===== src/hw/rtl/cielab_to_srgb_converter_top_macros.svh =====
// ----------------------------------------------------------------------------
// CIELAB to sRGB converter - assertion macros
// Concurrent assertion helpers clocked by clk and disabled while rst_n is low.
// ----------------------------------------------------------------------------
`ifndef CIELAB_TO_SRGB_CONVERTER_TOP_MACROS_SVH
`define CIELAB_TO_SRGB_CONVERTER_TOP_MACROS_SVH

`ifndef ASSERT_OFF
// Same-cycle implication.
`define C2S_ASSERT_IMP(lbl, ante, cons) \
  lbl: assert property (@(posedge clk) disable iff (!rst_n) (ante) |-> (cons)) \
    else $error("c2srgb same-cycle check failed");
// Next-cycle implication.
`define C2S_ASSERT_NXT(lbl, ante, cons) \
  lbl: assert property (@(posedge clk) disable iff (!rst_n) (ante) |=> (cons)) \
    else $error("c2srgb next-cycle check failed");
`else
`define C2S_ASSERT_IMP(lbl, ante, cons)
`define C2S_ASSERT_NXT(lbl, ante, cons)
`endif

`endif


===== src/hw/rtl/c2srgb_pkg.sv =====
// ----------------------------------------------------------------------------
// c2srgb_pkg
// Shared Q3.16 types, conversion constants and rounding helpers.
// ----------------------------------------------------------------------------
`default_nettype none

package c2srgb_pkg;

  localparam int Q_W = 20;
  typedef logic signed [Q_W-1:0] q_t;

  typedef struct packed {
    q_t c0;
    q_t c1;
    q_t c2;
  } q3_t;

  localparam q_t Q_MAX = 20'sd524287;
  localparam q_t Q_MIN = -20'sd524288;

  // Inverse Lab function
  localparam q_t LAB_KNEE = 20'sd13559;
  localparam q_t LAB_OFF = 20'sd9039;
  localparam q_t CUBE_SAT = 20'sd131072;
  localparam logic signed [15:0] LAB_SLOPE = 16'sd8416;

  // D65 white point (X and Z, Y is one)
  localparam logic signed [17:0] WHITE_X = 18'sd62290;
  localparam logic signed [17:0] WHITE_Z = 18'sd71358;

  typedef logic signed [18:0] coef_t;
  localparam coef_t RGB_COEF [3][3] = '{
    '{19'sd212366, -19'sd100738, -19'sd32672},
    '{-19'sd63522, 19'sd122946, 19'sd2723},
    '{19'sd3647, -19'sd13371, 19'sd69286}
  };

  // Gamma encoder
  localparam int G_W = 18;
  typedef logic signed [G_W-1:0] g_t;
  localparam q_t GAM_LIN_MAX = 20'sd205;
  localparam q_t GAM_ONE = 20'sd65536;
  localparam logic [15:0] GAM_LIN_MUL = 16'd32946;

  typedef enum logic [1:0] {
    GC_LIN,
    GC_TAB,
    GC_SAT
  } gcls_t;

  // Round half away from zero, divide by 2^16.
  function automatic logic signed [47:0] rsh16(input logic signed [47:0] n);
    logic signed [47:0] m;
    if (n >= 0) begin
      m = (n + 48'sd32768) >>> 16;
    end else begin
      m = -((-n + 48'sd32768) >>> 16);
    end
    return m;
  endfunction

  function automatic q_t sat_q(input logic signed [47:0] v);
    q_t r;
    if (v > 48'(Q_MAX)) begin
      r = Q_MAX;
    end else if (v < 48'(Q_MIN)) begin
      r = Q_MIN;
    end else begin
      r = q_t'(v);
    end
    return r;
  endfunction

  function automatic logic [63:0] mul30(input logic [63:0] x, input logic [63:0] y);
    return (x * y + (64'd1 << 29)) >> 30;
  endfunction

  function automatic logic [63:0] pow30(input logic [63:0] x, input int n);
    logic [63:0] r;
    r = 64'd1 << 30;
    for (int k = 0; k < n; k++) begin
      r = mul30(r, x);
    end
    return r;
  endfunction

  // 1.055 * x^(1/2.4) - 0.055 in Q16 for x in Q30, root by bisection.
  function automatic g_t gamma_point(input logic [63:0] x);
    logic [63:0] x5;
    logic [63:0] lo;
    logic [63:0] hi;
    logic [63:0] mid;
    x5 = pow30(x, 5);
    lo = 64'd0;
    hi = 64'd65536;
    while (lo < hi) begin
      mid = (lo + hi + 64'd1) >> 1;
      if (pow30(mid << 14, 12) <= x5) begin
        lo = mid;
      end else begin
        hi = mid - 64'd1;
      end
    end
    return g_t'(((64'd69140 * lo + 64'd32768) >> 16) - 64'd3604);
  endfunction

endpackage

`default_nettype wire


===== src/hw/rtl/c2srgb_matrix.sv =====
// ----------------------------------------------------------------------------
// c2srgb_matrix
// Four stages: white point scaling, then the XYZ to linear RGB matrix.
// ----------------------------------------------------------------------------
`default_nettype none

module c2srgb_matrix (
  input  wire logic            clk,
  input  wire logic            en,
  input  wire c2srgb_pkg::q3_t lab_i,
  output c2srgb_pkg::q3_t      rgb_o
);

  logic signed [37:0] px_r, pz_r;
  c2srgb_pkg::q_t     y1_r;
  c2srgb_pkg::q_t     xyz_r [3];
  logic signed [38:0] p_r [3][3];
  logic signed [47:0] sum [3];
  c2srgb_pkg::q3_t    rgb_nxt, rgb_r;

  // White point products
  always_ff @(posedge clk) begin
    if (en) begin
      px_r <= 38'(lab_i.c0) * 38'(c2srgb_pkg::WHITE_X);
      pz_r <= 38'(lab_i.c2) * 38'(c2srgb_pkg::WHITE_Z);
      y1_r <= lab_i.c1;
    end
  end

  // Round and saturate X and Z
  always_ff @(posedge clk) begin
    if (en) begin
      xyz_r[0] <= c2srgb_pkg::sat_q(c2srgb_pkg::rsh16(48'(px_r)));
      xyz_r[1] <= y1_r;
      xyz_r[2] <= c2srgb_pkg::sat_q(c2srgb_pkg::rsh16(48'(pz_r)));
    end
  end

  // Matrix products, one lane per coefficient
  always_ff @(posedge clk) begin
    if (en) begin
      for (int i = 0; i < 3; i++) begin
        for (int j = 0; j < 3; j++) begin
          p_r[i][j] <= 39'(xyz_r[j]) * 39'(c2srgb_pkg::RGB_COEF[i][j]);
        end
      end
    end
  end

  always_comb begin
    for (int i = 0; i < 3; i++) begin
      sum[i] = 48'(p_r[i][0]) + 48'(p_r[i][1]) + 48'(p_r[i][2]);
    end
    rgb_nxt.c0 = c2srgb_pkg::sat_q(c2srgb_pkg::rsh16(sum[0]));
    rgb_nxt.c1 = c2srgb_pkg::sat_q(c2srgb_pkg::rsh16(sum[1]));
    rgb_nxt.c2 = c2srgb_pkg::sat_q(c2srgb_pkg::rsh16(sum[2]));
  end

  always_ff @(posedge clk) begin
    if (en) begin
      rgb_r <= rgb_nxt;
    end
  end

  assign rgb_o = rgb_r;

endmodule

`default_nettype wire


===== config.mk =====
export PLATFORM = sky130hd
export DESIGN_NAME = c2srgb_matrix
export DESIGN_NICKNAME = d
export VERILOG_FILES = /design/src/hw/rtl/cielab_to_srgb_converter_top_macros.svh /design/src/hw/rtl/c2srgb_pkg.sv /design/src/hw/rtl/c2srgb_matrix.sv
export SDC_FILE = /design/constraint.sdc
export NUM_CORES = 2
export LEC_CHECK = 0
export ABC_AREA = 1
export CORE_UTILIZATION = 28
export DETAILED_ROUTE_END_ITERATION = 10
export DONT_BUFFER_PORTS = 1
export HOLD_SLACK_MARGIN = 0.02
export PLACE_DENSITY = 0.5
export RECOVER_POWER = 100
export SLEW_MARGIN = 20
export SYNTH_ARGS = -nofsm -noshare
export SYNTH_HDL_FRONTEND = slang
export SYNTH_SLANG_ARGS = --single-unit

===== constraint.sdc =====
create_clock -name clk -period 6.2 [get_ports clk]
set_clock_uncertainty 0.05 [all_clocks]
set_input_delay 0.93 -clock clk [delete_from_list [all_inputs] [get_ports clk]]
set_output_delay 0.93 -clock clk [all_outputs]
set_load 0.03 [all_outputs]

==> run metrics <==
Synth Register Bits between 500 and 600; final net count 14,420; grt ovf 0; Slew Viols, Final 336; Worst R2R End p_r[2][71]$_DFFE_PP_; Slew @ Worst Pin 3029 ps; cell depth of the worst flop-to-flop path 23; Syn. warnings 0; kind of critical path reg2reg; DR DRC count 14; Seq/Total Area, Yosys 16.08%; core area around 340,000 sq um; met2 Usage GRT approximately 28%; H-tree lvl count 3; outcome complete, but fails checks; worst min path class in2reg; layout cells sized above 1 9.551%; Die W 586.4 um; Worst Hold Depth 0; Worst R2R Start xyz_r[0][26]$_DFFE_PP_; post-detail-place hpwl 260,500 um; Synth-to-Final Area Change 13.25%; Skew-Pair Late Insertion Delay around 840 ps; global-route wire length before repair approximately 450,000 um; CTS sink cnt ~510; Peak Freq approximately 170 MHz; TritonCTS clock tree yes; Net Count, Synth 13,880; critical path startpoint category register; Yosys cell types 78; Worst Path Required about 6600 ps; DR WL/cell roughly 18 um; FP Rows between 200 and 250; Worst Hold Launch lab_i[22]; WP data arrival 6420 ps; die area 343,900 sq um; CTS clk-pin slew, worst paths around 70 ps; Post-synth EDFFs 512; failing checks DRC, capacitance limit, slew limit; RSZ-0062 raised after global routing yes; dominant synthesized flop cell edfxtp_1; fin crit share between 90% and 100%; vias in the first global route approximately 74,000; DR vias 73,180; initial drt markers about 4,500; crit-path most repeated cell fa_1; setup violators final 0; Total Wirelength 296,800 um; most frequent cells in the layout inv_1 (2,524), nand2_1 (2,043), ha_1 (1,328), fa_1 (1,308), nor2_1 (638); met1 Usage GRT roughly a quarter; Max stage delay on crit path ~610 ps; biggest area consumer among synthesized cells fa_1; RD Place Congestion between 0.9 and 1; ANT nets after route 0; vias per inst 4.493; Mapped Avg Cell Area around 8.6 sq um; gr usage total about 17%; Max-Cap Viols 3; GR Layer Usage met3 about 2.1%; worst-path cell chain buf_6 -> fa_1 -> buf_6 -> buf_4 -> fa_1 -> ha_1 -> fa_1 -> fa_1 -> fa_1 -> ha_4 -> a21oi_2 -> nor2_1 -> a211oi_1 -> nand2_2 -> inv_1 -> o21ai_4 -> nand4_1 -> nand2_1 -> a41oi_2 -> o21ai_2 -> nand3_1 -> nand2_1 -> xor2_1; initial antenna violation count 12; Post-synth ARST share 0%; Die Y a little under 600 um; Final min period 5973 ps; Crit-path slowest cell fa_1; Final Hold Fails 0; synth top area cells fa_1 (28%), ha_1 (18%), edfxtp_1 (16%); Initial Utilization between 20% and 30%; Synth top area share 27.53%; Num CTS Buffers 83; crit-path max FO 5; CTS Buffer Depth 4; Post-Synthesis Cells 11,150; largest net degree at the start of global routing about 130; flop2flop setup slack 230 ps; Crit. End Element register; commonest non-fill, non-tap cell in the layout inv_1; Synth Cell Area 95,630 sq um; Final Core Density between 30% and 40%; most used routing layer met2; Root Driver clkbuf_16; Slew headroom -101.9%; Hold EP y1_r[2]$_DFFE_PP_; drt pass-1 iters 8; Buffers on Ports 0; I/O Pins between 100 and 150
through the flow:
stage               hold WS, ps  setup WS [ps]  std cells  instance area [sq um]  TNS [ps]
finish                    120.0          227.2      16290                 108300         0
global placement          352.4         -245.8      16090                 104800    -929.5
global route              61.68         -58.68      16290                 108300    -444.9
CTS                       30.88          11.65      16240                 107600         0
floorplan                 350.3         -167.3      11150                  95770    -735.2
detailed placement        360.5         -185.3      16090                 104900     -1157
timing repair:
action / CTS / global route
hold buffers: 0 / 0
gates resized for setup: 8 / 145
setup buffers: 0 / 41
pin swaps: 0 / 45
gates cloned: 0 / 4
hold endpoints to repair: 0 / 0
setup endpoints to repair: 13 / 103
worst max-delay path, delay by kind of cell, from the launching register on:
| kind | cells | cell delay (ps) |
|---|---|---|
| buffers and inverters | 4 | 570 |
| XOR/XNOR | 1 | 140 |
| AND/OR/NAND/NOR | 6 | 490 |
| adder cells (fa/ha/maj) | 7 | 3140 |
| AO/OA/AOI/OAI | 5 | 740 |
| flip-flops | 1 | 490 |
how the worst max path moves through the flow:
stage | startpoint | to | slack [ps] | cells past startpoint
CTS | xyz_r[0][7]$_SDFFCE_PN1P_ | p_r[1][112]$_DFFE_PP_ | 10 | 28
finish | xyz_r[0][26]$_DFFE_PP_ | p_r[2][71]$_DFFE_PP_ | 230 | 23
global route | xyz_r[0][3]$_SDFFCE_PN1P_ | p_r[0][115]$_DFFE_PP_ | -60 | 28
global placement | lab_i[9] | pz_r[37]$_DFFE_PP_ | -250 | 26
floorplan | xyz_r[0][39]$_DFFE_PP_ | p_r[2][77]$_DFFE_PP_ | -170 | 19
detailed placement | lab_i[9] | pz_r[37]$_DFFE_PP_ | -190 | 26
metal layers:
metal / part of all wire, % / vias up
met4: 3.4 / 0
met5: 0 / -
met2: 45 / 1363
met3: 4.7 / 267
met1: 47 / 35370
li1: - / 36170
registers in the layout, indices dropped and copies added, names as in the netlist:
register,count
px_r,36
y1_r,20
p_r,299
rgb_o,60
xyz_r,60
pz_r,37
synthesized netlist by cell type, drive strengths merged (2+ instances only):
cell type and count:
o2111ai 3, and2 10, o22ai 6, o31ai 18
a21oi 520, xnor2 143, o21a 9, a211oi 12
a21o 24, o21bai 30, nand3b 30, nor4 22
a32o 2, nor3b 2, nor2 749, o221ai 5
clkinv 11, o41ai 2, buf 19, mux2i 6
clkbuf 36, o211ai 17, mux2 2, ha 1358
xor2 345, nor3 81, o21ai 311, a32oi 3
a22oi 3, fa 1315, inv 2581, nand4 162
nand3 494, edfxtp 512, nand2 2201, or2 30
a21boi 29, a31oi 28, and3 4, a41oi 2
layout make-up:
| cell class | instances | area (sq um) |
|---|---|---|
| multi-input cells | 7991 | 70790 |
| fillers | 36010 | 231500 |
| inverters | 2592 | 9746 |
| flip-flops and latches | 512 | 15370 |
| well taps | 4536 | 5675 |
| repair buffers | 506 | 4000 |
| clock inverters | 54 | 551.8 |
| diodes | 2 | 5.005 |
| clock buffers | 93 | 2157 |
logic make-up after synthesis:
group / Yosys count / share of synthesized area [%]
DFF: 512 / 16.08
AOI/OAI and AO/OA: 1029 / 5.930
muxes: 8 / 0.08636
buffers and inverters: 2648 / 10.56
xor gates and xnor gates: 488 / 4.505
and+or+nand+nor: 3789 / 17.55
adders and majority gates: 2673 / 45.30
Power is left out: the tool's default activity adds up to more than one toggle a clock period on the data nets, which glitch-free logic cannot reach.
