[config.mk]
export PLATFORM = sky130hd
export DESIGN_NAME = c2srgb_front
export DESIGN_NICKNAME = d
export VERILOG_FILES = /design/src/hw/rtl/cielab_to_srgb_converter_top_macros.svh /design/src/hw/rtl/c2srgb_pkg.sv /design/src/hw/rtl/c2srgb_front.sv
export SDC_FILE = /design/constraint.sdc
export NUM_CORES = 1
export LEC_CHECK = 0
export ABC_AREA = 1
export ABC_CLOCK_PERIOD_IN_PS = 10500
export BUFFER_PORTS_ARGS = -buffer_cell sky130_fd_sc_hd__buf_2
export CAP_MARGIN = 0
export CORE_ASPECT_RATIO = 2
export CORE_MARGIN = 2
export CORE_UTILIZATION = 45
export DETAILED_ROUTE_END_ITERATION = 10
export SETUP_SLACK_MARGIN = 0.05
export SKIP_LAST_GASP = 1
export SLEW_MARGIN = 20
export SYNTH_ARGS = -nofsm -noshare
export SYNTH_HDL_FRONTEND = slang
export SYNTH_SLANG_ARGS = --single-unit
[constraint.sdc]
create_clock -name clk -period 10.5 [get_ports clk]
set_input_delay 2.1 -clock clk [delete_from_list [all_inputs] [get_ports clk]]
set_output_delay 2.1 -clock clk [all_outputs]
set_load 0.02 [all_outputs]
[src/hw/rtl/cielab_to_srgb_converter_top_macros.svh]
// ----------------------------------------------------------------------------
// CIELAB to sRGB converter - assertion macros
// Concurrent assertion helpers clocked by clk and disabled while rst_n is low.
// ----------------------------------------------------------------------------
`ifndef CIELAB_TO_SRGB_CONVERTER_TOP_MACROS_SVH
`define CIELAB_TO_SRGB_CONVERTER_TOP_MACROS_SVH

`ifndef ASSERT_OFF
// Same-cycle implication.
`define C2S_ASSERT_IMP(lbl, ante, cons) \
  lbl: assert property (@(posedge clk) disable iff (!rst_n) (ante) |-> (cons)) \
    else $error("c2srgb same-cycle check failed");
// Next-cycle implication.
`define C2S_ASSERT_NXT(lbl, ante, cons) \
  lbl: assert property (@(posedge clk) disable iff (!rst_n) (ante) |=> (cons)) \
    else $error("c2srgb next-cycle check failed");
`else
`define C2S_ASSERT_IMP(lbl, ante, cons)
`define C2S_ASSERT_NXT(lbl, ante, cons)
`endif

`endif

[src/hw/rtl/c2srgb_pkg.sv]
// ----------------------------------------------------------------------------
// c2srgb_pkg
// Shared Q3.16 types, conversion constants and rounding helpers.
// ----------------------------------------------------------------------------
`default_nettype none

package c2srgb_pkg;

  localparam int Q_W = 20;
  typedef logic signed [Q_W-1:0] q_t;

  typedef struct packed {
    q_t c0;
    q_t c1;
    q_t c2;
  } q3_t;

  localparam q_t Q_MAX = 20'sd524287;
  localparam q_t Q_MIN = -20'sd524288;

  // Inverse Lab function
  localparam q_t LAB_KNEE = 20'sd13559;
  localparam q_t LAB_OFF = 20'sd9039;
  localparam q_t CUBE_SAT = 20'sd131072;
  localparam logic signed [15:0] LAB_SLOPE = 16'sd8416;

  // D65 white point (X and Z, Y is one)
  localparam logic signed [17:0] WHITE_X = 18'sd62290;
  localparam logic signed [17:0] WHITE_Z = 18'sd71358;

  typedef logic signed [18:0] coef_t;
  localparam coef_t RGB_COEF [3][3] = '{
    '{19'sd212366, -19'sd100738, -19'sd32672},
    '{-19'sd63522, 19'sd122946, 19'sd2723},
    '{19'sd3647, -19'sd13371, 19'sd69286}
  };

  // Gamma encoder
  localparam int G_W = 18;
  typedef logic signed [G_W-1:0] g_t;
  localparam q_t GAM_LIN_MAX = 20'sd205;
  localparam q_t GAM_ONE = 20'sd65536;
  localparam logic [15:0] GAM_LIN_MUL = 16'd32946;

  typedef enum logic [1:0] {
    GC_LIN,
    GC_TAB,
    GC_SAT
  } gcls_t;

  // Round half away from zero, divide by 2^16.
  function automatic logic signed [47:0] rsh16(input logic signed [47:0] n);
    logic signed [47:0] m;
    if (n >= 0) begin
      m = (n + 48'sd32768) >>> 16;
    end else begin
      m = -((-n + 48'sd32768) >>> 16);
    end
    return m;
  endfunction

  function automatic q_t sat_q(input logic signed [47:0] v);
    q_t r;
    if (v > 48'(Q_MAX)) begin
      r = Q_MAX;
    end else if (v < 48'(Q_MIN)) begin
      r = Q_MIN;
    end else begin
      r = q_t'(v);
    end
    return r;
  endfunction

  function automatic logic [63:0] mul30(input logic [63:0] x, input logic [63:0] y);
    return (x * y + (64'd1 << 29)) >> 30;
  endfunction

  function automatic logic [63:0] pow30(input logic [63:0] x, input int n);
    logic [63:0] r;
    r = 64'd1 << 30;
    for (int k = 0; k < n; k++) begin
      r = mul30(r, x);
    end
    return r;
  endfunction

  // 1.055 * x^(1/2.4) - 0.055 in Q16 for x in Q30, root by bisection.
  function automatic g_t gamma_point(input logic [63:0] x);
    logic [63:0] x5;
    logic [63:0] lo;
    logic [63:0] hi;
    logic [63:0] mid;
    x5 = pow30(x, 5);
    lo = 64'd0;
    hi = 64'd65536;
    while (lo < hi) begin
      mid = (lo + hi + 64'd1) >> 1;
      if (pow30(mid << 14, 12) <= x5) begin
        lo = mid;
      end else begin
        hi = mid - 64'd1;
      end
    end
    return g_t'(((64'd69140 * lo + 64'd32768) >> 16) - 64'd3604);
  endfunction

endpackage

`default_nettype wire

[src/hw/rtl/c2srgb_front.sv]
// ----------------------------------------------------------------------------
// c2srgb_front
// Two-stage front end: forms fy, fx and fz from the Lab inputs.
// ----------------------------------------------------------------------------
`default_nettype none

module c2srgb_front #(
  parameter int INPUT_FRAC_BITS = 8
) (
  input  wire logic                    clk,
  input  wire logic                    en,
  input  wire logic [14:0]             l_value,
  input  wire logic signed [15:0]      a_value,
  input  wire logic signed [15:0]      b_value,
  output c2srgb_pkg::q3_t              f_o
);

  localparam int SH = 16 - INPUT_FRAC_BITS;
  localparam int LQ_W = 15 + SH;
  localparam int FY_W = ((LQ_W > 21) ? LQ_W : 21) + 1;
  localparam int FY_S = FY_W + 7;
  localparam int FY_MW = FY_S - 6;
  localparam int FYP_W = FY_W + FY_MW;
  localparam logic [FY_MW-1:0] FY_M = FY_MW'(((64'd1 << FY_S) + 64'd115) / 64'd116);
  localparam int FY_BIAS = 16 * 65536 + 58;

  localparam int A_W = 16 + SH;
  localparam int A_S = A_W + 9;
  localparam int A_MW = A_S - 8;
  localparam int AP_W = A_W + A_MW;
  localparam logic [A_MW-1:0] A_M = A_MW'(((64'd1 << A_S) + 64'd499) / 64'd500);

  localparam int B_S = A_W + 8;
  localparam int B_MW = B_S - 7;
  localparam int BP_W = A_W + B_MW;
  localparam logic [B_MW-1:0] B_M = B_MW'(((64'd1 << B_S) + 64'd199) / 64'd200);

  logic [FY_W-1:0]  fy_num;
  logic [15:0]      a_mag;
  logic [15:0]      b_mag;
  logic [A_W-1:0]   a_num;
  logic [A_W-1:0]   b_num;
  logic [FYP_W-1:0] fy_prod_nxt, fy_prod_r;
  logic [AP_W-1:0]  a_prod_nxt, a_prod_r;
  logic [BP_W-1:0]  b_prod_nxt, b_prod_r;
  logic             a_neg_r, b_neg_r;
  logic signed [47:0] fy48, qa48, qb48;
  c2srgb_pkg::q_t   fy;
  c2srgb_pkg::q3_t  f_nxt, f_r;

  // Stage 1: magnitudes plus half divisor, times reciprocal
  always_comb begin
    fy_num = (FY_W'(l_value) << SH) + FY_W'(FY_BIAS);
    a_mag = a_value[15] ? 16'(-a_value) : 16'(a_value);
    b_mag = b_value[15] ? 16'(-b_value) : 16'(b_value);
    a_num = (A_W'(a_mag) << SH) + A_W'(250);
    b_num = (A_W'(b_mag) << SH) + A_W'(100);
    fy_prod_nxt = FYP_W'(fy_num) * FYP_W'(FY_M);
    a_prod_nxt = AP_W'(a_num) * AP_W'(A_M);
    b_prod_nxt = BP_W'(b_num) * BP_W'(B_M);
  end

  always_ff @(posedge clk) begin
    if (en) begin
      fy_prod_r <= fy_prod_nxt;
      a_prod_r <= a_prod_nxt;
      b_prod_r <= b_prod_nxt;
      a_neg_r <= a_value[15];
      b_neg_r <= b_value[15];
    end
  end

  // Stage 2: quotients, restore signs, combine and saturate
  always_comb begin
    fy48 = signed'(48'(fy_prod_r >> FY_S));
    qa48 = signed'(48'(a_prod_r >> A_S));
    qb48 = signed'(48'(b_prod_r >> B_S));
    if (a_neg_r) begin
      qa48 = -qa48;
    end
    if (b_neg_r) begin
      qb48 = -qb48;
    end
    fy = c2srgb_pkg::sat_q(fy48);
    f_nxt.c0 = c2srgb_pkg::sat_q(48'(fy) + qa48);
    f_nxt.c1 = fy;
    f_nxt.c2 = c2srgb_pkg::sat_q(48'(fy) - qb48);
  end

  always_ff @(posedge clk) begin
    if (en) begin
      f_r <= f_nxt;
    end
  end

  assign f_o = f_r;

endmodule

`default_nettype wire

==> results.txt <==
----------------------------------------------------
[Worst setup path]
  RR Startpoint ... a_prod_r[33]
  Bufs and invs on worst path ... 10
  Crit path launch type ... input port
  Critical path capture point type ... register
  Family with the most delay on the worst path ... adder cells
  Crit path top cell by count ... inv_1
  Critical path type ... in -> reg
  Count of cells along the worst register-to-register path ... 20
  Critical path data required time ... 10630 ps
  Highest cell delay on the worst timing path ... 630 ps
  Largest driver fanout on the critical path ... 9
  Crit Reg-Reg Endpoint ... f_o[48]
  Worst Path Arrival ... 9410 ps
  Cell with the biggest individual delay on the critical path ... fa_1
  Slack of the worst reg-to-reg path ... 6620 ps

[Detailed routing]
  Number of vias in the routed layout ... 24100
  First-pass iteration count of the detailed router ... 5
  Average wire length per cell after detail routing ... about 20 µm
  Post-detailed-routing wire length ... 93900 µm
  Remaining DRCs ... 0
  Number of vias per cell ... 5.16
  Antenna Violating Nets Remaining ... 0
  Violation count after the first detailed-route iteration ... about 850

[Hold path]
  Worst Hold Path EP ... f_o[20]
  Type of the most critical hold path ... reg -> reg
  Start point of the worst hold path ... fy_prod_r[31]
  Hold Path Cell Cnt ... 0

[Cells and area]
  Synthesis-to-finish area growth ... 6.79%
  Commonest non-fill, non-tap cells in the layout ... inv_1, ha_1, nand2_1
  Ratio of cells with drive above 1 in the final layout ... 0.0559
  Most common cell after layout, fill and taps aside ... inv_1
  Final nets ... 4873
  Antenna Diode Count ... 0

[STA]
  Clock tree skew after final layout ... 19.4 ps
  Share of the cycle needed by the critical path after routing ... 0.884
  Aggregate negative setup slack ... 0 ps
  Fmax achieved ... 108 MHz
  Relative slew margins ... 0.414
  Shortest period the worst path allows ... 9280 ps
  Final Hold Viols ... 0
  Transition at the pin with the smallest max-transition slack ... 869 ps
  Setup repair after global routing missed its margin ... no
  Number of slew-limit violations in the final report ... 0
  Total setup violations reported at the end of the flow ... 0

[Synthesis]
  Yosys synthesis warning count ... 0
  Largest cells by area after synthesis ... fa_1, ha_1, inv_1
  Synth Cell Area ... 30900 µm²
  Cell type with the highest aggregate area in the netlist ... fa_1
  Synthesis-stage register bit count ... 111
  Synthesized area per cell ... 8.50 µm²
  Count of different cell masters after synthesis ... about 50
  EDFF count, synth ... 111
  Most used DFF post-synth ... edfxtp_1
  Post-Syn Instances ... 3634
  Area share of the largest cell type after synthesis ... 0.270
  Seq/Total Area, Yosys ... 0.108
  Proportion of synthesized flip-flops having asynchronous set or reset ... 0

[Die]
  Ports placed on the boundary ... 109
  Die Outline Area ... 70900 µm²
  Die span in y ... 374 µm
  Core region area ... just under 70000 µm²
  Width of the die ... ~190 µm
  Initial core utilization ... 0.455
  Standard-cell row count ... 135

[Run status]
  Result of the run ... complete, no violations

[Place]
  Port-buffer cells ... 106
  Final HPWL DP ... roughly 85000 µm
  Last weighted congestion value of the routability-driven placer ... 0.976

[Global route]
  Wire length of the first global-routing pass ... 146000 µm
  Global-route total usage across every layer ... 0.275
  Overflow left after global routing ... 0
  Number of antenna violations at the first check in global routing ... 0
  Largest net degree at the start of global routing ... 65
  Number of global-route vias before repair ... 26700

[Clocking]
  Post-CTS setup buffers ... 0
  Clock root cell ... clkbuf_16
  Clock latency of the later-clocked register in the worst-skew pair ... between 300 and 400 ps
  Post-cts repair resize count ... 0
  Number of buffers between clock root and the deepest sink ... 2
  Total clock buffers created by CTS ... 9
  Number of sinks on the clock net ... about 110
  Clock transition at the registers of the reported paths ... roughly 70 ps
  CTS tree ... built
  Count of hold buffers inserted by post-cts repair ... 0
  H-tree level count ... 3

[Job]
  Max-cap violations ... 0

----------------------------------------------------
## registers in the layout, indices dropped and copies added, names as in the netlist
| register | count |
|---|---|
| b_prod_r | 17 |
| f_o | 58 |
| a_prod_r | 16 |
| b_neg_r | 1 |
| a_neg_r | 1 |
| fy_prod_r | 18 |
## cells in the mapped netlist (16+ instances only)
library cell	n
xor2_1	113
nand3_1	89
nor2_1	252
inv_1	920
xnor2_1	33
a31oi_1	31
ha_1	635
fa_1	417
edfxtp_1	111
a21o_1	25
a21oi_1	165
nor3_1	38
nand2_1	527
o21bai_1	20
nand4_1	23
nand2_2	16
o21ai_0	121
## worst register-to-register path, cell delays in order (launching register included)
cell      delay, ps
edfxtp_1        560
inv_1           140
nand3_1         130
nor3_2          200
inv_1           100
nor4_1          370
ha_1            310
nand2_1          50
o21ai_0         110
ha_1            380
nand2_1         100
nor2_1          140
nand2_1          70
inv_1            60
nand4_1          80
nand3_1         170
nand2_1          70
nand2_1          60
nand3_1          80
nand2_2         300
nand2_1         140
## cell families (layout without fill, tap and decap cells)
family          after synthesis  after routing  share of synthesized area
fa+ha+maj                  1052           1052                      0.528
simple gates                999            999                      0.137
buf+inv                     936           1078                      0.115
compound gates              389            389                     0.0709
xor+xnor                    146            146                     0.0414
flops                       111            111                      0.108
other cells                   1              2                   0.000121
## metal layers
layer,global-route usage,part of all wire,wire length [µm],vias to the layer above
met1,0.239,0.31,29400,11500
met5,0,0,0,-
met4,0.222,0.10,9430,0
li1,-,-,-,11700
met2,0.552,0.56,52800,537
met3,0.0243,0.024,2270,321
## through the flow
stage | cell area [µm²] | setup slack [ps] | hold slack [ps] | util | instances
6_report | 33000 | 1220 | 562 | 0.486 | 4667
5_1_grt | 33000 | 711 | 583 | 0.486 | 4667
4_1_cts | 33000 | 1240 | 565 | 0.486 | 4667
3_5_place_dp | 32700 | 858 | 548 | 0.481 | 4651
3_3_place_gp | 32700 | 892 | 545 | 0.481 | 4651
2_1_floorplan | 30900 | 1570 | 454 | - | 3635
## cell type report
cell class | instances | area (µm²)
Clock inverter | 6 | 62.6
Clock buffer | 10 | 229
Fill cell | 6747 | 34900
Inverter | 923 | 3460
Timing Repair Buffer | 139 | 781
Multi-Input combinational cell | 2588 | 24000
Tap cell | 890 | 1110
Sequential cell | 111 | 3330
## worst max path at each step
stage / end / cells after the start / start / slack, ps
4_1_cts: a_prod_r[44] / 31 / a_value[0] / 1240
3_5_place_dp: a_prod_r[44] / 31 / a_value[0] / 860
6_report: a_prod_r[48] / 32 / a_value[0] / 1220
5_1_grt: b_prod_r[44] / 32 / b_value[0] / 710
3_3_place_gp: a_prod_r[44] / 31 / a_value[0] / 890
2_1_floorplan: a_prod_r[39] / 34 / a_value[0] / 1570
Power is not shown: default switching activity piles up to over one toggle a cycle in this logic, so the estimate is an artifact.
