<file path="src/hw/rtl/cielab_to_srgb_converter_top_macros.svh">
// ----------------------------------------------------------------------------
// CIELAB to sRGB converter - assertion macros
// Concurrent assertion helpers clocked by clk and disabled while rst_n is low.
// ----------------------------------------------------------------------------
`ifndef CIELAB_TO_SRGB_CONVERTER_TOP_MACROS_SVH
`define CIELAB_TO_SRGB_CONVERTER_TOP_MACROS_SVH

`ifndef ASSERT_OFF
// Same-cycle implication.
`define C2S_ASSERT_IMP(lbl, ante, cons) \
  lbl: assert property (@(posedge clk) disable iff (!rst_n) (ante) |-> (cons)) \
    else $error("c2srgb same-cycle check failed");
// Next-cycle implication.
`define C2S_ASSERT_NXT(lbl, ante, cons) \
  lbl: assert property (@(posedge clk) disable iff (!rst_n) (ante) |=> (cons)) \
    else $error("c2srgb next-cycle check failed");
`else
`define C2S_ASSERT_IMP(lbl, ante, cons)
`define C2S_ASSERT_NXT(lbl, ante, cons)
`endif

`endif

</file>
<file path="src/hw/rtl/c2srgb_pkg.sv">
// ----------------------------------------------------------------------------
// c2srgb_pkg
// Shared Q3.16 types, conversion constants and rounding helpers.
// ----------------------------------------------------------------------------
`default_nettype none

package c2srgb_pkg;

  localparam int Q_W = 20;
  typedef logic signed [Q_W-1:0] q_t;

  typedef struct packed {
    q_t c0;
    q_t c1;
    q_t c2;
  } q3_t;

  localparam q_t Q_MAX = 20'sd524287;
  localparam q_t Q_MIN = -20'sd524288;

  // Inverse Lab function
  localparam q_t LAB_KNEE = 20'sd13559;
  localparam q_t LAB_OFF = 20'sd9039;
  localparam q_t CUBE_SAT = 20'sd131072;
  localparam logic signed [15:0] LAB_SLOPE = 16'sd8416;

  // D65 white point (X and Z, Y is one)
  localparam logic signed [17:0] WHITE_X = 18'sd62290;
  localparam logic signed [17:0] WHITE_Z = 18'sd71358;

  typedef logic signed [18:0] coef_t;
  localparam coef_t RGB_COEF [3][3] = '{
    '{19'sd212366, -19'sd100738, -19'sd32672},
    '{-19'sd63522, 19'sd122946, 19'sd2723},
    '{19'sd3647, -19'sd13371, 19'sd69286}
  };

  // Gamma encoder
  localparam int G_W = 18;
  typedef logic signed [G_W-1:0] g_t;
  localparam q_t GAM_LIN_MAX = 20'sd205;
  localparam q_t GAM_ONE = 20'sd65536;
  localparam logic [15:0] GAM_LIN_MUL = 16'd32946;

  typedef enum logic [1:0] {
    GC_LIN,
    GC_TAB,
    GC_SAT
  } gcls_t;

  // Round half away from zero, divide by 2^16.
  function automatic logic signed [47:0] rsh16(input logic signed [47:0] n);
    logic signed [47:0] m;
    if (n >= 0) begin
      m = (n + 48'sd32768) >>> 16;
    end else begin
      m = -((-n + 48'sd32768) >>> 16);
    end
    return m;
  endfunction

  function automatic q_t sat_q(input logic signed [47:0] v);
    q_t r;
    if (v > 48'(Q_MAX)) begin
      r = Q_MAX;
    end else if (v < 48'(Q_MIN)) begin
      r = Q_MIN;
    end else begin
      r = q_t'(v);
    end
    return r;
  endfunction

  function automatic logic [63:0] mul30(input logic [63:0] x, input logic [63:0] y);
    return (x * y + (64'd1 << 29)) >> 30;
  endfunction

  function automatic logic [63:0] pow30(input logic [63:0] x, input int n);
    logic [63:0] r;
    r = 64'd1 << 30;
    for (int k = 0; k < n; k++) begin
      r = mul30(r, x);
    end
    return r;
  endfunction

  // 1.055 * x^(1/2.4) - 0.055 in Q16 for x in Q30, root by bisection.
  function automatic g_t gamma_point(input logic [63:0] x);
    logic [63:0] x5;
    logic [63:0] lo;
    logic [63:0] hi;
    logic [63:0] mid;
    x5 = pow30(x, 5);
    lo = 64'd0;
    hi = 64'd65536;
    while (lo < hi) begin
      mid = (lo + hi + 64'd1) >> 1;
      if (pow30(mid << 14, 12) <= x5) begin
        lo = mid;
      end else begin
        hi = mid - 64'd1;
      end
    end
    return g_t'(((64'd69140 * lo + 64'd32768) >> 16) - 64'd3604);
  endfunction

endpackage

`default_nettype wire

</file>
<file path="src/hw/rtl/c2srgb_labinv.sv">
// ----------------------------------------------------------------------------
// c2srgb_labinv
// Two-stage inverse Lab function: cube above the knee, line below it.
// ----------------------------------------------------------------------------
`default_nettype none

module c2srgb_labinv (
  input  wire logic           clk,
  input  wire logic           en,
  input  wire c2srgb_pkg::q_t t_i,
  output c2srgb_pkg::q_t      r_o
);

  logic               big_r, cube_r;
  logic [16:0]        ta_nxt, ta_r;
  logic [33:0]        sq_nxt, sq_r;
  logic signed [20:0] dm;
  logic signed [34:0] lin_nxt, lin_r;
  logic [50:0]        cube_full;
  logic [18:0]        cube_v;
  c2srgb_pkg::q_t     r_nxt, r_r;

  always_comb begin
    ta_nxt = t_i[16:0];
    sq_nxt = 34'(ta_nxt) * 34'(ta_nxt);
    dm = 21'(t_i) - 21'(c2srgb_pkg::LAB_OFF);
    lin_nxt = 35'(dm) * 35'(c2srgb_pkg::LAB_SLOPE);
  end

  always_ff @(posedge clk) begin
    if (en) begin
      big_r <= (t_i >= c2srgb_pkg::CUBE_SAT);
      cube_r <= (t_i > c2srgb_pkg::LAB_KNEE);
      ta_r <= ta_nxt;
      sq_r <= sq_nxt;
      lin_r <= lin_nxt;
    end
  end

  always_comb begin
    cube_full = 51'(sq_r) * 51'(ta_r);
    cube_v = 19'((cube_full + 51'(64'd1 << 31)) >> 32);
    if (big_r) begin
      r_nxt = c2srgb_pkg::Q_MAX;
    end else if (cube_r) begin
      r_nxt = c2srgb_pkg::q_t'({1'b0, cube_v});
    end else begin
      r_nxt = c2srgb_pkg::sat_q(c2srgb_pkg::rsh16(48'(lin_r)));
    end
  end

  always_ff @(posedge clk) begin
    if (en) begin
      r_r <= r_nxt;
    end
  end

  assign r_o = r_r;

endmodule

`default_nettype wire

</file>
<file path="config.mk">
export PLATFORM = sky130hd
export DESIGN_NAME = c2srgb_labinv
export DESIGN_NICKNAME = d
export VERILOG_FILES = /design/src/hw/rtl/cielab_to_srgb_converter_top_macros.svh /design/src/hw/rtl/c2srgb_pkg.sv /design/src/hw/rtl/c2srgb_labinv.sv
export SDC_FILE = /design/constraint.sdc
export NUM_CORES = 2
export LEC_CHECK = 0
export BUFFER_PORTS_ARGS = -buffer_cell sky130_fd_sc_hd__buf_2
export CORE_MARGIN = 10
export CORE_UTILIZATION = 50
export DETAILED_ROUTE_END_ITERATION = 10
export GPL_TIMING_DRIVEN = 1
export HOLD_SLACK_MARGIN = 0.03
export PLACE_DENSITY_LB_ADDON = 0.1
export RECOVER_POWER = 25
export SYNTH_ARGS = -nofsm -noshare
export SYNTH_HDL_FRONTEND = slang
export SYNTH_SLANG_ARGS = --single-unit
export TNS_END_PERCENT = 30
</file>
<file path="constraint.sdc">
create_clock -name clk -period 10.5 [get_ports clk]
set_clock_uncertainty 0.15 [all_clocks]
set_input_delay 1.575 -clock clk [delete_from_list [all_inputs] [get_ports clk]]
set_output_delay 1.575 -clock clk [all_outputs]
set_load 0.01 [all_outputs]
</file>
==> tab_implementation.tex <==
\begin{tabular}{lr}
\hline
Metric & Value \\
\hline
\multicolumn{2}{l}{\textbf{Run status}} \\
Run status & finished with violations \\
Failing checks & capacitance limit, slew limit \\
\multicolumn{2}{l}{\textbf{Worst setup path}} \\
Worst Reg-to-Reg Cells & 21 \\
Type of the setup path with the least slack & in2reg \\
Launch point of the worst path & t\_i[2] \\
Arrival @ worst endpoint & between 8000 and 9000 ps \\
Peak fanout along the critical path & 22 \\
Sort of element at the start of the critical path & input port \\
Reg-to-Reg End & r\_o[18] \\
Flop-to-flop setup slack & $\sim$1800 ps \\
Kind of end point of the critical path & register \\
Data required time of the worst path & roughly 10,000 ps \\
Beginning of the worst register-to-register path & ta\_r[12] \\
Endpoint of the most critical setup path & lin\_r[32] \\
\multicolumn{2}{l}{\textbf{STA}} \\
Ratio of final minimum period to clock period & 85.1\% \\
Achievable frequency & approximately 0.11 GHz \\
Unrepaired setup endpoints after global routing & false \\
Final Max Slew Viols & 36 \\
Number of hold violations in the final report & 0 \\
Total negative setup slack & 0 ps \\
Max transition margin & -27.7\% \\
Actual transition at the worst max-transition pin & approximately 1900 ps \\
Minimum clock period & a little under 9000 ps \\
Final setup viols & 0 \\
\multicolumn{2}{l}{\textbf{Drt}} \\
Violation count after the first detailed-routing iteration & $\sim$1.5k \\
Total Routed Length & about 85,000 µm \\
Average routed wire per standard cell & approximately 19 µm \\
Length of the first detailed-routing pass in iterations & 5 \\
Total number of vias & about 24k \\
Ratio of routed vias to standard cells & between 5 and 6 \\
Post-route DRC violation count & 0 \\
Residual antenna-violating net count after detailed routing & 0 \\
\multicolumn{2}{l}{\textbf{Die}} \\
Initial core utilization & 50.7\% \\
Die Area & a little under 80,000 µm² \\
Chip width & about 280 µm \\
Number of top-level design ports & between 40 and 50 \\
Overall die height & approximately 280 µm \\
Number of standard-cell rows in the floorplan & 95 \\
Core area & roughly 68,000 µm² \\
\multicolumn{2}{l}{\textbf{Final layout}} \\
Non-Filler Instances & 4,550 \\
Fraction of the core area covered by cells at the end of the flow & between 50\% and 60\% \\
Design area & 35,500 µm² \\
Share of cells above drive strength 1 & 2.80\% \\
\# nets final & roughly 4.8k \\
Area added between synthesis and finish & 3.83\% \\
\multicolumn{2}{l}{\textbf{Placement}} \\
Post-detailed-placement cell area & roughly 35,000 µm² \\
Cells after DPL & between 4k and 5k \\
Number of buffers inserted by port buffering & 41 \\
HPWL after detailed placement & 66,200 µm \\
Final weighted congestion of routability-driven global placement & around 0.85 \\
\multicolumn{2}{l}{\textbf{Clocking}} \\
Hold-fix buffers at CTS & 0 \\
Maximum count of clock buffers along a single path & 2 \\
Number of gates resized after CTS & 0 \\
H-Tree Depth & 3 \\
Clock transition at the registers of the reported paths & roughly 70 ps \\
Buffers inserted by post-CTS timing repair & 0 \\
TritonCTS Buffers & 9 \\
Clock sink count & $\sim$100 \\
Clock tree from TritonCTS & built \\
Clk Latency, worst-skew pair & 380 ps \\
Root Driver & sky130\_fd\_sc\_hd\_\_clkbuf\_16 \\
\multicolumn{2}{l}{\textbf{Logic synthesis}} \\
Most used flip-flop cell after synthesis & sky130\_fd\_sc\_hd\_\_edfxtp\_1 \\
Post-Syn Instances & between 3k and 4k \\
Post-synth EDFFs & approximately 100 \\
Summed instance area of the synthesized netlist & 34,200 µm² \\
Synth Register Bits & approximately 100 \\
Number of warning messages in the yosys log & 0 \\
Unique cell type count in the Yosys netlist & 81 \\
Post-synthesis average cell area & between 9 and 10 µm² \\
Share of the yosys chip area belonging to registers & under 10\% \\
Fraction of registers with async set or reset after synthesis & 0\% \\
\multicolumn{2}{l}{\textbf{Global route}} \\
Routing usage on met3 & approximately 3\% \\
Pin count of the biggest net entering global routing & about 70 \\
Most used routing layer in global routing & met2 \\
GR Util met2 & between 30\% and 40\% \\
Global route total overflow & 0 \\
Met1 Use GR & around 33\% \\
Vias in the first global route & roughly 26k \\
First-pass GRT wire length & between 100,000 and 150,000 µm \\
Initial antenna violation count & 2 \\
Total GRT Usage & 22.4\% \\
\multicolumn{2}{l}{\textbf{Run}} \\
Max-cap viol count & 1 \\
\multicolumn{2}{l}{\textbf{Hold path}} \\
Type of the tightest min-delay check & reg2reg \\
\hline
\end{tabular}
==> logic make-up after synthesis <==
logic type / Yosys count / synth area share, %
multiplexers: 9 / 0.271
XOR/XNOR: 114 / 2.92
buffers and inverters: 1078 / 11.8
AO/OA/AOI/OAI: 331 / 6.56
other: 2 / 0.0219
adder cells (fa/ha/maj): 1065 / 54.3
flip-flops: 101 / 8.86
AND/OR/NAND/NOR: 1024 / 15.2
==> Yosys cell counts (34+ instances only) <==
| library cell | instances | area share (%) |
|---|---|---|
| sky130_fd_sc_hd__edfxtp_1 | 101 | 8.9 |
| sky130_fd_sc_hd__clkbuf_1 | 144 | 1.6 |
| sky130_fd_sc_hd__fa_1 | 702 | 41 |
| sky130_fd_sc_hd__a21oi_1 | 77 | 1.1 |
| sky130_fd_sc_hd__nand2_1 | 421 | 4.6 |
| sky130_fd_sc_hd__and2_1 | 339 | 6.2 |
| sky130_fd_sc_hd__ha_1 | 363 | 13 |
| sky130_fd_sc_hd__nor2_1 | 69 | 0.76 |
| sky130_fd_sc_hd__a21o_1 | 35 | 0.77 |
| sky130_fd_sc_hd__inv_1 | 928 | 10 |
| sky130_fd_sc_hd__o21ai_0 | 60 | 0.88 |
| sky130_fd_sc_hd__xnor2_1 | 80 | 2.0 |
| sky130_fd_sc_hd__xor2_1 | 34 | 0.87 |
==> how the worst min path moves through the flow <==
stage,startpoint,end,slack [ps],cells past startpoint
2_1_floorplan,big_r,r_o[18],510,1
3_3_place_gp,big_r,r_o[18],660,1
3_5_place_dp,big_r,r_o[18],660,1
4_1_cts,big_r,r_o[18],680,1
5_1_grt,big_r,r_o[18],700,1
6_report,big_r,r_o[18],660,1
==> registers in the layout, indices dropped and copies added (netlist names) <==
| signal | cells |
|---|---|
| lin_r | 30 |
| r_o | 20 |
| ta_r | 17 |
| cube_r | 1 |
| sq_r | 32 |
| big_r | 1 |
==> through the flow <==
stage / worst slack (ps) / hold slack, ps
final: 1570 / 657
after global routing: 1090 / 695
after CTS: 1820 / 677
after detailed placement: 1510 / 658
after global placement: 1620 / 664
after floorplan: 2620 / 508
==> cell usage in the layout (no fill, tap or decap), drive strengths merged, types with 21 or more instances in the layout <==
master	instances
a21oi	78
nand3	31
and2	339
edfxtp	101
buf	60
o21ai	60
nand2	421
clkbuf	31
ha	363
xnor2	80
nand2b	21
inv	929
xor2	34
nor2	69
a21o	35
nand4	21
fa	702
nor3	32
==> worst max-delay path: stages <==
cell and delay, ps:
sky130_fd_sc_hd__clkbuf_1 850, sky130_fd_sc_hd__and2_1 300, sky130_fd_sc_hd__a21oi_1 110, sky130_fd_sc_hd__a21bo_2 320, sky130_fd_sc_hd__nand2b_1 100, sky130_fd_sc_hd__nor2b_1 180, sky130_fd_sc_hd__nor4_1 90, sky130_fd_sc_hd__nand2b_1 260
sky130_fd_sc_hd__nor2b_1 210, sky130_fd_sc_hd__xor2_1 400, sky130_fd_sc_hd__ha_1 320, sky130_fd_sc_hd__ha_1 300, sky130_fd_sc_hd__ha_1 280, sky130_fd_sc_hd__inv_1 50, sky130_fd_sc_hd__fa_1 520, sky130_fd_sc_hd__inv_1 50
sky130_fd_sc_hd__fa_1 450, sky130_fd_sc_hd__ha_1 370, sky130_fd_sc_hd__nand3_1 130, sky130_fd_sc_hd__nor2_1 60, sky130_fd_sc_hd__nand2b_1 60, sky130_fd_sc_hd__o21ai_0 110, sky130_fd_sc_hd__o41ai_1 510, sky130_fd_sc_hd__o21bai_1 190
sky130_fd_sc_hd__a311oi_1 540, sky130_fd_sc_hd__mux2i_1 150, sky130_fd_sc_hd__a2111o_1 420
==> final cells by class <==
type                            instances  area [µm²]
Inverter                              928        3480
Clock inverter                          5        60.1
Fill cell                            6375       32000
Sequential cell                       101        3030
Antenna cell                            1        2.50
Multi-Input combinational cell       2551       27200
Tap cell                              873        1090
Clock buffer                           11         233
Timing Repair Buffer                   80         470
==> layer usage <==
metal / vias up / part of all wire (%)
met1: 12200 / 48
met4: 0 / 1.3
li1: 11200 / -
met5: - / 0
met3: 83 / 6.1
met2: 652 / 45
Power is left out: the tool's default activity adds up to more than one toggle a clock period on the data nets, which glitch-free logic cannot reach.
